<file path="src/hw/rtl/idq_pkg.sv">
// Shared types, codes and sizes for the indexed double-ended queue.
// No dependencies; every other file in hw/rtl except idq_ram imports this package.
package idq_pkg;

  localparam int DEPTH      = 64;
  localparam int DATA_WIDTH = 32;
  localparam int AW         = $clog2(DEPTH);
  localparam int CW         = AW + 1;

  localparam logic [CW-1:0] DEPTH_C = CW'(DEPTH);

  // request modes as they arrive on the port
  localparam logic [3:0] MODE_PUSH_FRONT = 4'd0;
  localparam logic [3:0] MODE_PUSH_BACK  = 4'd1;
  localparam logic [3:0] MODE_POP_FRONT  = 4'd2;
  localparam logic [3:0] MODE_POP_BACK   = 4'd3;
  localparam logic [3:0] MODE_INSERT     = 4'd4;
  localparam logic [3:0] MODE_REMOVE     = 4'd5;
  localparam logic [3:0] MODE_FIND       = 4'd6;
  localparam logic [3:0] MODE_SWAP       = 4'd7;
  localparam logic [3:0] MODE_REVERSE    = 4'd8;

  localparam logic [2:0] ST_OK       = 3'd0;
  localparam logic [2:0] ST_EMPTY    = 3'd1;
  localparam logic [2:0] ST_FULL     = 3'd2;
  localparam logic [2:0] ST_RANGE    = 3'd3;
  localparam logic [2:0] ST_NOTFOUND = 3'd4;

  typedef struct packed {
    logic [3:0]  mode;
    logic [6:0]  position;
    logic [5:0]  second_position;
    logic [31:0] value_in;
  } req_t;

  typedef struct packed {
    logic [31:0] value_out;
    logic [6:0]  element_count;
    logic [5:0]  found_position;
    logic [2:0]  status;
  } rsp_t;

  typedef enum logic [3:0] {
    OP_PUSH_FRONT = 4'd0,
    OP_PUSH_BACK  = 4'd1,
    OP_POP_FRONT  = 4'd2,
    OP_POP_BACK   = 4'd3,
    OP_INSERT     = 4'd4,
    OP_REMOVE     = 4'd5,
    OP_FIND       = 4'd6,
    OP_SWAP       = 4'd7,
    OP_REVERSE    = 4'd8,
    OP_NOP        = 4'd9
  } op_t;

  // classified request handed from the front part to the back part
  typedef struct packed {
    op_t                   op;
    logic [CW-1:0]         position;
    logic [AW-1:0]         second_position;
    logic [DATA_WIDTH-1:0] value;
  } cmd_t;

  // physical slot of the k-th occupied slot
  function automatic logic [AW-1:0] slot_of(input logic [AW-1:0] base, input logic [CW-1:0] k);
    slot_of = base + k[AW-1:0];
  endfunction

endpackage

</file>
<file path="src/hw/rtl/indexed_double_ended_queue_unit.sv">
// Top level of the indexed double-ended queue: front classifier, back
// sequencer with word store. Depends on idq_pkg, idq_front, idq_back.
//
//  channel  | signals                 | payload
//  ---------+-------------------------+-----------------------------------
//  request  | req_valid / req_stall   | req  (mode, positions, value_in)
//  response | rsp_valid / rsp_stall   | rsp  (value_out, count, found, status)
//
// Insert and remove in the middle move one word per cycle through the single
// store port; find reads one word per cycle.
// The back sequencer handles one transaction at a time.
// Reset (rst, synchronous) empties the queue and clears the direction flag;
// the store itself is not cleared.
// Two request transactions can wait in the front queue, and a finished
// response sits in its own register, so the back starts the next request
// while a response is stalled and only waits at its end for the register.
module indexed_double_ended_queue_unit import idq_pkg::*; (
  input  logic clk,
  input  logic rst,
  input  logic req_valid,
  output logic req_stall,
  input  req_t req,
  output logic rsp_valid,
  input  logic rsp_stall,
  output rsp_t rsp
);

  logic cmd_valid;
  logic cmd_take;
  cmd_t cmd;

  // front: accept and classify
  idq_front u_front (
    .clk       (clk),
    .rst       (rst),
    .req_valid (req_valid),
    .req_stall (req_stall),
    .req       (req),
    .cmd_valid (cmd_valid),
    .cmd       (cmd),
    .cmd_take  (cmd_take)
  );

  // back: execute against the store, drive responses
  idq_back u_back (
    .clk       (clk),
    .rst       (rst),
    .cmd_valid (cmd_valid),
    .cmd       (cmd),
    .cmd_take  (cmd_take),
    .rsp_valid (rsp_valid),
    .rsp_stall (rsp_stall),
    .rsp       (rsp)
  );

endmodule

</file>
<file path="src/hw/rtl/idq_ram.sv">
// Generic single-write, single-read RAM with registered read data.
// No dependencies.
module idq_ram #(
  parameter int WIDTH = 32,
  parameter int DEPTH = 64
) (
  input  logic                     clk,
  input  logic                     we,
  input  logic [$clog2(DEPTH)-1:0] waddr,
  input  logic [WIDTH-1:0]         wdata,
  input  logic [$clog2(DEPTH)-1:0] raddr,
  output logic [WIDTH-1:0]         rdata
);

  logic [WIDTH-1:0] mem [DEPTH];

  always_ff @(posedge clk) begin
    if (we) begin
      mem[waddr] <= wdata;
    end
    rdata <= mem[raddr];
  end

endmodule

</file>
<file path="src/hw/rtl/idq_front.sv">
// Front part: accepts request transactions, classifies the mode and holds
// them in a two-entry queue for the back part. Depends on idq_pkg.
module idq_front import idq_pkg::*; (
  input  logic clk,
  input  logic rst,
  input  logic req_valid,
  output logic req_stall,
  input  req_t req,
  output logic cmd_valid,
  output cmd_t cmd,
  input  logic cmd_take
);

  cmd_t       entry [2];
  logic       wr_ptr;
  logic       rd_ptr;
  logic [1:0] fill;
  logic       push;
  cmd_t       decoded;

  always_comb begin
    decoded.position        = CW'(req.position);
    decoded.second_position = AW'(req.second_position);
    decoded.value           = DATA_WIDTH'(req.value_in);
    case (req.mode)
      MODE_PUSH_FRONT: decoded.op = OP_PUSH_FRONT;
      MODE_PUSH_BACK:  decoded.op = OP_PUSH_BACK;
      MODE_POP_FRONT:  decoded.op = OP_POP_FRONT;
      MODE_POP_BACK:   decoded.op = OP_POP_BACK;
      MODE_INSERT:     decoded.op = OP_INSERT;
      MODE_REMOVE:     decoded.op = OP_REMOVE;
      MODE_FIND:       decoded.op = OP_FIND;
      MODE_SWAP:       decoded.op = OP_SWAP;
      MODE_REVERSE:    decoded.op = OP_REVERSE;
      default:         decoded.op = OP_NOP;
    endcase
  end

  assign req_stall = (fill == 2'd2);
  assign push      = req_valid && !req_stall;
  assign cmd_valid = (fill != 2'd0);
  assign cmd       = entry[rd_ptr];

  always_ff @(posedge clk) begin
    if (push) begin
      entry[wr_ptr] <= decoded;
    end
    if (rst) begin
      wr_ptr <= 1'b0;
      rd_ptr <= 1'b0;
      fill   <= 2'd0;
    end else begin
      if (push) begin
        wr_ptr <= ~wr_ptr;
      end
      if (cmd_take) begin
        rd_ptr <= ~rd_ptr;
      end
      case ({push, cmd_take})
        2'b10:   fill <= fill + 2'd1;
        2'b01:   fill <= fill - 2'd1;
        default: fill <= fill;
      endcase
    end
  end

endmodule

</file>
<file path="src/hw/rtl/idq_back.sv">
// Back part: owns the word store, pointers and flags, runs one request at
// a time through a sequencer and holds the response register.
// Depends on idq_pkg and idq_ram.
module idq_back import idq_pkg::*; (
  input  logic clk,
  input  logic rst,
  input  logic cmd_valid,
  input  cmd_t cmd,
  output logic cmd_take,
  output logic rsp_valid,
  input  logic rsp_stall,
  output rsp_t rsp
);

  typedef enum logic [8:0] {
    S_IDLE   = 9'b000000001,
    S_RV_CAP = 9'b000000010,
    S_MOVE   = 9'b000000100,
    S_INS_W  = 9'b000001000,
    S_FIND   = 9'b000010000,
    S_SW_B   = 9'b000100000,
    S_SW_WA  = 9'b001000000,
    S_SW_WB  = 9'b010000000,
    S_DONE   = 9'b100000000
  } state_t;

  state_t                state;
  logic [AW-1:0]         front_ptr;
  logic [CW-1:0]         count;
  logic                  rev;
  op_t                   op;
  logic [CW-1:0]         qk;
  logic [DATA_WIDTH-1:0] vin;
  logic [AW-1:0]         addr_a;
  logic [AW-1:0]         addr_b;
  logic [DATA_WIDTH-1:0] tmp;
  logic [CW-1:0]         rsrc;
  logic [CW-1:0]         wdst;
  logic [CW-1:0]         rleft;
  logic [CW-1:0]         wleft;
  logic                  rd_pend;
  logic [CW-1:0]         fcmp;
  logic [DATA_WIDTH-1:0] res_value;
  logic [AW-1:0]         res_found;
  logic [2:0]            res_status;

  logic                  ram_we;
  logic [AW-1:0]         ram_waddr;
  logic [DATA_WIDTH-1:0] ram_wdata;
  logic [AW-1:0]         ram_raddr;
  logic [DATA_WIDTH-1:0] rdata;

  logic [CW-1:0] ins_pos;
  logic [CW-1:0] ins_q;
  logic [CW-1:0] rem_pos;
  logic [CW-1:0] rem_q;
  logic [CW-1:0] pos2;
  logic [AW-1:0] swap_a;
  logic [AW-1:0] swap_b;
  logic [CW-1:0] find_phys;
  logic          ins_direct;
  logic          move_down;

  idq_ram #(.WIDTH(DATA_WIDTH), .DEPTH(DEPTH)) u_ram (
    .clk   (clk),
    .we    (ram_we),
    .waddr (ram_waddr),
    .wdata (ram_wdata),
    .raddr (ram_raddr),
    .rdata (rdata)
  );

  assign cmd_take = (state == S_IDLE) && cmd_valid;

  // request classification against the current count and direction
  always_comb begin
    case (cmd.op)
      OP_PUSH_FRONT: ins_pos = '0;
      OP_PUSH_BACK:  ins_pos = count;
      default:       ins_pos = cmd.position;
    endcase
    ins_q = rev ? (count - ins_pos) : ins_pos;
    case (cmd.op)
      OP_POP_FRONT: rem_pos = '0;
      OP_POP_BACK:  rem_pos = count - 1'b1;
      default:      rem_pos = cmd.position;
    endcase
    rem_q     = rev ? (count - 1'b1 - rem_pos) : rem_pos;
    pos2      = CW'(cmd.second_position);
    swap_a    = slot_of(front_ptr, rev ? (count - 1'b1 - cmd.position) : cmd.position);
    swap_b    = slot_of(front_ptr, rev ? (count - 1'b1 - pos2) : pos2);
    find_phys = rev ? (count - 1'b1 - rsrc) : rsrc;
    ins_direct = cmd_valid && (ins_pos <= count) && (count != DEPTH_C) && (ins_q == '0)
                 && (cmd.op == OP_PUSH_FRONT || cmd.op == OP_PUSH_BACK
                     || cmd.op == OP_INSERT);
    move_down = (op == OP_PUSH_FRONT || op == OP_PUSH_BACK || op == OP_INSERT);
  end

  // store port control
  always_comb begin
    ram_we    = 1'b0;
    ram_waddr = slot_of(front_ptr, wdst);
    ram_wdata = rdata;
    ram_raddr = slot_of(front_ptr, rsrc);
    case (state)
      S_IDLE: begin
        ram_raddr = (cmd.op == OP_SWAP) ? swap_a : slot_of(front_ptr, rem_q);
        if (ins_direct) begin
          ram_we    = 1'b1;
          ram_waddr = front_ptr - 1'b1;
          ram_wdata = cmd.value;
        end
      end
      S_MOVE: ram_we = rd_pend;
      S_INS_W: begin
        ram_we    = 1'b1;
        ram_waddr = slot_of(front_ptr, qk);
        ram_wdata = vin;
      end
      S_FIND: ram_raddr = slot_of(front_ptr, find_phys);
      S_SW_B: ram_raddr = addr_b;
      S_SW_WA: begin
        ram_we    = 1'b1;
        ram_waddr = addr_a;
      end
      S_SW_WB: begin
        ram_we    = 1'b1;
        ram_waddr = addr_b;
        ram_wdata = tmp;
      end
      default: ;
    endcase
  end

  always_ff @(posedge clk) begin
    if (rst) begin
      state     <= S_IDLE;
      front_ptr <= '0;
      count     <= '0;
      rev       <= 1'b0;
      rsp_valid <= 1'b0;
      rd_pend   <= 1'b0;
    end else begin
      if (rsp_valid && !rsp_stall) begin
        rsp_valid <= 1'b0;
      end
      case (state)
        S_IDLE: begin
          if (cmd_valid) begin
            op         <= cmd.op;
            vin        <= cmd.value;
            res_value  <= '0;
            res_found  <= '0;
            res_status <= ST_OK;
            rd_pend    <= 1'b0;
            state      <= S_DONE;
            case (cmd.op)
              OP_PUSH_FRONT, OP_PUSH_BACK, OP_INSERT: begin
                if (ins_pos > count) begin
                  res_status <= ST_RANGE;
                end else if (count == DEPTH_C) begin
                  res_status <= ST_FULL;
                end else if (ins_q == '0) begin
                  front_ptr <= front_ptr - 1'b1;
                  count     <= count + 1'b1;
                end else begin
                  qk    <= ins_q;
                  rsrc  <= count - 1'b1;
                  wdst  <= count;
                  rleft <= count - ins_q;
                  wleft <= count - ins_q;
                  state <= (ins_q == count) ? S_INS_W : S_MOVE;
                end
              end
              OP_POP_FRONT, OP_POP_BACK, OP_REMOVE: begin
                if (count == '0) begin
                  res_status <= ST_EMPTY;
                end else if (rem_pos >= count) begin
                  res_status <= ST_RANGE;
                end else begin
                  qk    <= rem_q;
                  state <= S_RV_CAP;
                end
              end
              OP_FIND: begin
                res_status <= ST_NOTFOUND;
                if (count != '0) begin
                  rsrc  <= '0;
                  rleft <= count;
                  state <= S_FIND;
                end
              end
              OP_SWAP: begin
                if (cmd.position >= count || pos2 >= count) begin
                  res_status <= ST_RANGE;
                end else begin
                  addr_a <= swap_a;
                  addr_b <= swap_b;
                  state  <= S_SW_B;
                end
              end
              OP_REVERSE: rev <= ~rev;
              default: ;
            endcase
          end
        end
        S_RV_CAP: begin
          res_value <= rdata;
          if (qk == '0) begin
            front_ptr <= front_ptr + 1'b1;
            count     <= count - 1'b1;
            state     <= S_DONE;
          end else if (qk == count - 1'b1) begin
            count <= count - 1'b1;
            state <= S_DONE;
          end else begin
            rsrc  <= qk + 1'b1;
            wdst  <= qk;
            rleft <= count - 1'b1 - qk;
            wleft <= count - 1'b1 - qk;
            state <= S_MOVE;
          end
        end
        S_MOVE: begin
          // read one slot ahead, write the word read last cycle
          if (rleft != '0) begin
            rsrc    <= move_down ? (rsrc - 1'b1) : (rsrc + 1'b1);
            rleft   <= rleft - 1'b1;
            rd_pend <= 1'b1;
          end else begin
            rd_pend <= 1'b0;
          end
          if (rd_pend) begin
            wdst  <= move_down ? (wdst - 1'b1) : (wdst + 1'b1);
            wleft <= wleft - 1'b1;
            if (wleft == CW'(1)) begin
              rd_pend <= 1'b0;
              if (move_down) begin
                state <= S_INS_W;
              end else begin
                count <= count - 1'b1;
                state <= S_DONE;
              end
            end
          end
        end
        S_INS_W: begin
          count <= count + 1'b1;
          state <= S_DONE;
        end
        S_FIND: begin
          if (rleft != '0) begin
            rsrc    <= rsrc + 1'b1;
            rleft   <= rleft - 1'b1;
            fcmp    <= rsrc;
            rd_pend <= 1'b1;
          end else begin
            rd_pend <= 1'b0;
          end
          if (rd_pend && rdata == vin) begin
            res_found  <= fcmp[AW-1:0];
            res_status <= ST_OK;
            rd_pend    <= 1'b0;
            state      <= S_DONE;
          end else if (!rd_pend && rleft == '0) begin
            state <= S_DONE;
          end
        end
        S_SW_B: begin
          tmp   <= rdata;
          state <= S_SW_WA;
        end
        S_SW_WA: state <= S_SW_WB;
        S_SW_WB: state <= S_DONE;
        S_DONE: begin
          if (!rsp_valid || !rsp_stall) begin
            rsp.value_out      <= 32'(res_value);
            rsp.element_count  <= 7'(count);
            rsp.found_position <= 6'(res_found);
            rsp.status         <= res_status;
            rsp_valid          <= 1'b1;
            state              <= S_IDLE;
          end
        end
        default: state <= S_IDLE;
      endcase
    end
  end

endmodule
</file>
<file path="config.mk">
export PLATFORM = sky130hd
export DESIGN_NAME = indexed_double_ended_queue_unit
export DESIGN_NICKNAME = d
export VERILOG_FILES = /design/src/hw/rtl/idq_pkg.sv /design/src/hw/rtl/indexed_double_ended_queue_unit.sv /design/src/hw/rtl/idq_ram.sv /design/src/hw/rtl/idq_front.sv /design/src/hw/rtl/idq_back.sv
export SDC_FILE = /design/constraint.sdc
export NUM_CORES = 2
export LEC_CHECK = 0
export ABC_CLOCK_PERIOD_IN_PS = 12650
export BUFFER_PORTS_ARGS = -buffer_cell sky130_fd_sc_hd__buf_2
export CORE_MARGIN = 2
export CORE_UTILIZATION = 65
export DETAILED_ROUTE_END_ITERATION = 12
export GPL_TIMING_DRIVEN = 0
export PLACE_DENSITY_LB_ADDON = 0.25
export SLEW_MARGIN = 20
export SYNTH_ARGS = -nofsm -noshare
export SYNTH_HDL_FRONTEND = slang
export SYNTH_SLANG_ARGS = --single-unit
</file>
<file path="constraint.sdc">
create_clock -name clk -period 12.65 [get_ports clk]
set_input_delay 2.53 -clock clk [delete_from_list [all_inputs] [get_ports clk]]
set_output_delay 2.53 -clock clk [all_outputs]
set_load 0.005 [all_outputs]
</file>
Word level (Yosys, flattened, before mapping)
Memory sizes are Yosys's and may differ from the RTL's. A register that Yosys moved wholly into a read port is not among the register bits.
Cells that the tools add are included.
{"block": "totals", "inputBits": 53, "mem_bits_ro": 64, "ff_bits": 239, "mem_bits_rw": 2146, "mem_count": 3}
{"block": "op_classes", "magnitude_cmp": 5, "bitwise": 5, "n_reduce_logical": 58, "n_eq_ne": 57, "muxes": 124, "add_sub_neg": 27}
{"name": "u_back.u_ram.mem", "depth": 64, "word_bits": 32, "read_ports": 1, "rd_ports_with_merged_regs": 1, "write_ports": 1, "line": "idq_ram.sv:15", "text": "logic [WIDTH-1:0] mem [DEPTH];"}
{"name": "u_front.entry", "depth": 2, "word_bits": 49, "read_ports": 1, "rd_ports_with_merged_regs": 1, "write_ports": 1, "line": "idq_front.sv:14", "text": "cmd_t entry [2];"}
{"name": "(no name shown)", "depth": 16, "word_bits": 4, "read_ports": 1, "rd_ports_with_merged_regs": 0, "write_ports": 0, "line": "idq_front.sv:25", "text": "case (req.mode)"}
{"cell": "2-to-1 mux 7 bit", "count": 47}
{"cell": "2-to-1 mux 9 bit", "count": 16}
{"cell": "one-hot mux 32 bit (3 select lines)", "count": 1}
{"cell": "2-to-1 mux 6 bit", "count": 13}
{"cell": "one-hot mux 9 bit (8 select lines)", "count": 1}
{"cell": "one-hot mux 7 bit (2 select lines)", "count": 5}
{"cell": "2-to-1 mux 32 bit", "count": 2}
{"cell": "one-hot mux 32 bit (2 select lines)", "count": 1}
{"cell": "one-hot mux 7 bit (3 select lines)", "count": 3}
{"cell": "one-hot mux 7 bit (4 select lines)", "count": 2}
{"cell": "adder 6 bit", "count": 7}
{"cell": "one-hot mux 9 bit (4 select lines)", "count": 1}
{"cell": "subtractor 7 x 1 -> 7 bit, second input constant", "count": 5}
{"cell": "== test 32 bit", "count": 1}
{"cell": "adder 7 x 1 -> 7 bit, second input constant", "count": 4}
{"cell": "logical NOT 7 bit", "count": 4}
{"cell": "subtractor 7 bit", "count": 4}
{"cell": "!= test 2 bit, second input constant", "count": 13}
{"cell": "one-hot mux 6 bit (2 select lines)", "count": 2}
{"cell": "one-hot mux 6 bit (4 select lines)", "count": 1}
{"cell": "== test 4 x 3 -> 1 bit, second input constant", "count": 5}
{"cell": "AND reduction 10 bit", "count": 2}
{"cell": "!= test 2 x 1 -> 1 bit, second input constant", "count": 9}
{"cell": "one-hot mux 6 bit (3 select lines)", "count": 1}
{"cell": "other kinds (56)", "count": 126}

Logic depth before layout (Yosys ltp)
{"block": "logic_depth", "depth_word": 12, "mapped_depth": 26, "depth_no_buf": 22}

Cells and area by module
Synthesis repeated with hierarchy kept, for this count alone.
{"block": "hier_totals", "hier_cells": 5125, "hier_area_um2": 97693.7}
{"module": "idq_ram", "cells_each": 3511, "seq_area_each_um2": 62139.6, "area_per_inst_um2": 79039.6, "n_inst": 1}
{"module": "idq_back", "cells_each": 1433, "seq_area_each_um2": 6746.5, "area_per_inst_um2": 14889.3, "n_inst": 1}
{"module": "idq_front", "cells_each": 181, "seq_area_each_um2": 3042.9, "area_per_inst_um2": 3764.9, "n_inst": 1}

Worst setup path before layout
No wires, ideal clock.
{"block": "synth_path", "path_type": "input -> register", "startpoint": "input port rst", "endpoint": "register u_back.rsp[0] (netlist name)", "required_ns": 12.127, "t_arrival_ns": 6.490, "path_slack_ns": 5.638, "n_path_buf": 2, "path_stages": 3, "path_cell_list": "clkbuf_1 -> clkbuf_1 -> nor3b_1"}
{"block": "synth_via", "elab_chain_len": 2}
{"element": "start: declaration", "line": "indexed_double_ended_queue_unit.sv:19", "text": "input logic rst,"}
{"element": "inverter 1 bit (no source line)"}
{"element": "AND reduction 3 bit (no source line)"}
Every way passes these cells.
A chain may end at the register's enable or synchronous reset.

Worst setup path in the final report
{"block": "layout_path", "startpoint": "register u_back.count[0]", "endpoint": "register u_back.u_ram.rdata[25] (read register of u_back.u_ram.mem)"}
{"block": "layout_via", "elab_chain_len": 7, "word_cells_on_any_way": 13, "classes_between": "add/sub: 7; mux: 6"}
{"element": "start: declaration", "line": "idq_back.sv:29", "text": "logic [CW-1:0] count;"}
{"element": "start signal: assignment", "line": "idq_back.sv:165", "text": "count <= count + 1'b1;"}
{"element": "start signal: assignment", "line": "idq_back.sv:211", "text": "count <= count - 1'b1;"}
{"element": "start signal: assignment", "line": "idq_back.sv:214", "text": "count <= count - 1'b1;"}
{"element": "subtractor 7 x 1 -> 7 bit (*)", "line": "idq_back.sv:85, idq_back.sv:88"}
{"element": "one-hot mux 7 bit (2 select lines)", "line": "idq_back.sv:83", "text": "case (cmd.op)"}
{"element": "subtractor 7 bit", "line": "idq_back.sv:88", "text": "rem_q = rev ? (count - 1'b1 - rem_pos) : rem_pos;"}
{"element": "2-to-1 mux 7 bit", "line": "idq_back.sv:88"}
{"element": "adder 6 bit", "line": "idq_pkg.sv:66", "text": "slot_of = base + k[AW-1:0];"}
{"element": "2-to-1 mux 6 bit", "line": "idq_back.sv:107", "text": "ram_raddr = (cmd.op == OP_SWAP) ? swap_a : slot_of(front_ptr, rem_q);"}
{"element": "one-hot mux 6 bit (3 select lines) (*)", "line": "idq_back.sv:105", "text": "case (state)"}
{"element": "end: declaration", "line": "idq_ram.sv:12", "text": "output logic [WIDTH-1:0] rdata"}
Mark *: on every way between the ends. The rest lies on a longest branch, timed or not.

==> results_dict.tcl <==
set metrics [dict create \
    placed_cells 9546 \
    max-cap-violations 0 \
    yosys_warnings 0 \
    cts_setup_buffers 0 \
    grt-ovfl-total 0 \
    clk-insertion-delay-late_ns 0.89 \
    status "finished clean" \
    fillers 8954 \
    finalHoldViolCount 0 \
    dr.pass1.iters 7 \
    postCtsHoldBufs 0 \
    path_clk_slew_ns 0.06 \
    grt_max_degree 65 \
    synthFlopType "edfxtp_1" \
    cts.sinks 2416 \
    vias 67797 \
    grt_usage_pct 39.1 \
    globalplace.congestion 1.02 \
    synth_top_area_share_pct 71.0 \
    synthCells 7256 \
    worst_path_largest_cell_delay_ns 1.16 \
    cts_max_level 4 \
    skew_ns 0.0487 \
    fmax_mhz 103 \
    dp.final_hpwl_um 213000 \
    drv_slew 0 \
    drc 0 \
    max_slew_margin_pct 13.7 \
    whs_ns 0.416 \
    cts-root-buf "clkbuf_16" \
    syn_to_final_growth_pct 14.1 \
    worstMarginPinSlew_ns 1.29 \
    finalCritPeriodShare_pct 77.0 \
    die_x_um 395 \
    viasPerCell 6.80 \
    r2r_slack_ns 2.91 \
    syn_area_mm2 0.0995 \
    nNetsFinal 7918 \
    wl_per_cell_um 30.8 \
    rsz0062_at_grt "false" \
    yosysTopAreaCell "edfxtp_1" \
    setup_violations 0 \
    cp-end-kind "flip-flop" \
    critPathMaxFanout 17 \
    fin_tns_setup_ns 0 \
    antenna_found_initial 18 \
    drive_gt1_share_pct 10.5 \
    crit_path_start_kind "flip-flop" \
    min_period_ns 9.74 \
    synth_cell_types 88 \
    synth-seq-area-share_pct 72.3 \
    cts_tree "yes" \
    core_area_mm2 0.152 \
    rows 143 \
    cp.required_ns 13.38 \
    clk_path_buf_depth 3 \
    crit_type "flip-flop to flip-flop" \
    numPortBuffers 101 \
    ant_nets 0 \
    cts_resized 0 \
    yosys-top-cells-area "edfxtp_1, nand2_1, a211oi_1, and3_1, a31oi_1" \
    drt-total-wl_um 307000 \
    crit_chain "inv_1 -> ha_1 -> inv_1 -> fa_1 -> xnor2_1 -> o21ai_0 -> ha_1 -> xor2_1 -> or2_2 -> o221a_2 -> o21ai_0 -> clkbuf_1 -> clkbuf_2 -> buf_1 -> a31oi_1 -> a2111oi_1 -> nand2_1 -> nand3_1" \
    grt_pass1_vias 65243 \
    drt_iter0_drc 10828 \
    io_pins 103 \
    initial_core_util_pct 65.5 \
    synth_edf_count 2354 \
    ys_ff_latch 2416 \
    fin_cells 9971 \
    async_flop_share_pct 0 \
    syn_nets 7429 \
    cp_data_arrival_time_ns 10.47 \
    die-area_mm2 0.156 \
    finalCoreUtilization_pct 74.7 \
    cp_slowest_cell "a2111oi_1" \
    syn_area_per_cell_um2 13.7 \
    grt_pass1_wl_um 439000 \
    hp-class "flip-flop to flip-flop" \
    die_h_um 395 \
    cts_buffers 226 \
]
## cell usage in the layout, fill, tap and decap left out, drive strengths merged, types with 27 or more instances in the layout
cell type / instances
xnor2: 70
o41ai: 32
ha: 106
and3: 293
edfxtp: 2354
o21ai: 66
a311oi: 69
inv: 87
o22ai: 165
nor2: 160
clkbuf: 658
xor2: 68
a211oi: 293
buf: 365
a2111oi: 33
mux2i: 145
nand2: 1446
nand4: 44
a21oi: 244
and2: 44
nand3: 233
clkinv: 85
nor3: 52
a22o: 27
a21o: 38
dfxtp: 62
mux2: 44
a211o: 37
a31oi: 287
## layer usage
metal	vias to the layer above	global-route usage [%]	part of all wire, %
met2	5133	61.0	46
li1	28744	-	-
met5	-	0	0.020
met3	787	10.4	13
met1	33123	50.9	35
met4	10	19.9	5.7
## metrics by stage
step	instance area [um2]	setup WS, ns
6_report	114000	2.91
5_1_grt	113000	3.08
4_1_cts	113000	3.46
3_5_place_dp	106000	3.50
3_3_place_gp	103000	1.65
2_1_floorplan	99500	5.64
## worst max-delay path, delay by kind of cell, from the launching register on
family | cells | cell delay [ns]
buffers and inverters | 5 | 3.14
AO/OA/AOI/OAI | 5 | 2.31
adder cells (fa/ha/maj) | 3 | 1.76
flip-flops | 1 | 1.02
AND/OR/NAND/NOR | 3 | 0.95
XOR/XNOR | 2 | 0.34
## Yosys cell counts (26+ instances only)
master and count:
a31oi_1 287, nand3_1 232, nand2_1 1446, a211oi_1 292
buf_1 78, and3_1 293, o41ai_1 32, nor2_1 160
mux2_2 44, dfxtp_1 62, clkbuf_1 376, a2111oi_0 33
ha_1 106, a22o_1 27, a221o_1 26, and2_1 44
a211o_1 37, mux2i_1 144, a21o_1 38, o22ai_1 165
xnor2_1 70, xor2_1 68, nand4_1 44, inv_1 77
o21ai_0 59, edfxtp_1 2354, buf_2 26, nor3_1 48
a311oi_1 69, a21oi_1 243
## worst paths after layout
path	start	endpoint	depth (start not counted)
worst max-delay path	u_back.count[0]$_SDFFE_PP0P_	u_back.u_ram.rdata[25]$_DFF_P_	18
worst min-delay path	u_back.res_value[29]$_SDFFCE_PN0P_	u_back.rsp[45]$_DFFE_PP_	0
worst max register to register	u_back.count[0]$_SDFFE_PP0P_	u_back.u_ram.rdata[25]$_DFF_P_	18
worst min register to register	u_back.res_value[29]$_SDFFCE_PN0P_	u_back.rsp[45]$_DFFE_PP_	0
## state kept, by name (all words and copies together) (netlist names), 4 cells and up, named ones only
| signal | count |
|---|---|
| u_back.u_ram.mem | 2048 |
| u_front.entry | 98 |
| u_back.rsp | 48 |
| u_back.res_value | 32 |
| u_back.tmp | 32 |
| u_back.u_ram.rdata | 32 |
| u_back.vin | 32 |
| u_back.state | 9 |
| u_back.count | 7 |
| u_back.qk | 7 |
| u_back.rleft | 7 |
| u_back.wleft | 7 |
| u_back.addr_a | 6 |
| u_back.addr_b | 6 |
| u_back.fcmp | 6 |
| u_back.front_ptr | 6 |
| u_back.res_found | 6 |
| u_back.rsrc | 6 |
| u_back.wdst | 6 |
| u_back.op | 4 |
## area by class of cell
type / count / area [um2] / share of cell area, %
diodes: 14 / 35.0 / 0.0309
plain buffers: 482 / 1870 / 1.64
clock buffers: 281 / 5910 / 5.21
clock inverters: 129 / 1420 / 1.25
inverters: 80 / 300 / 0.265
multi-input cells: 4278 / 26400 / 23.3
flip-flops and latches: 2416 / 71900 / 63.4
well taps: 2030 / 2540 / 2.24
repair buffers: 261 / 3050 / 2.69
## logic make-up after synthesis
| family | synth area share (%) |
|---|---|
| compound gates | 9.95 |
| xor+xnor | 1.24 |
| fa+ha+maj | 1.61 |
| flops | 72.3 |
| buf+inv | 2.16 |
| simple gates | 10.8 |
| mux | 1.97 |
Power is left out: the tool's default activity adds up to more than one toggle a clock period on the data nets, which glitch-free logic cannot reach.
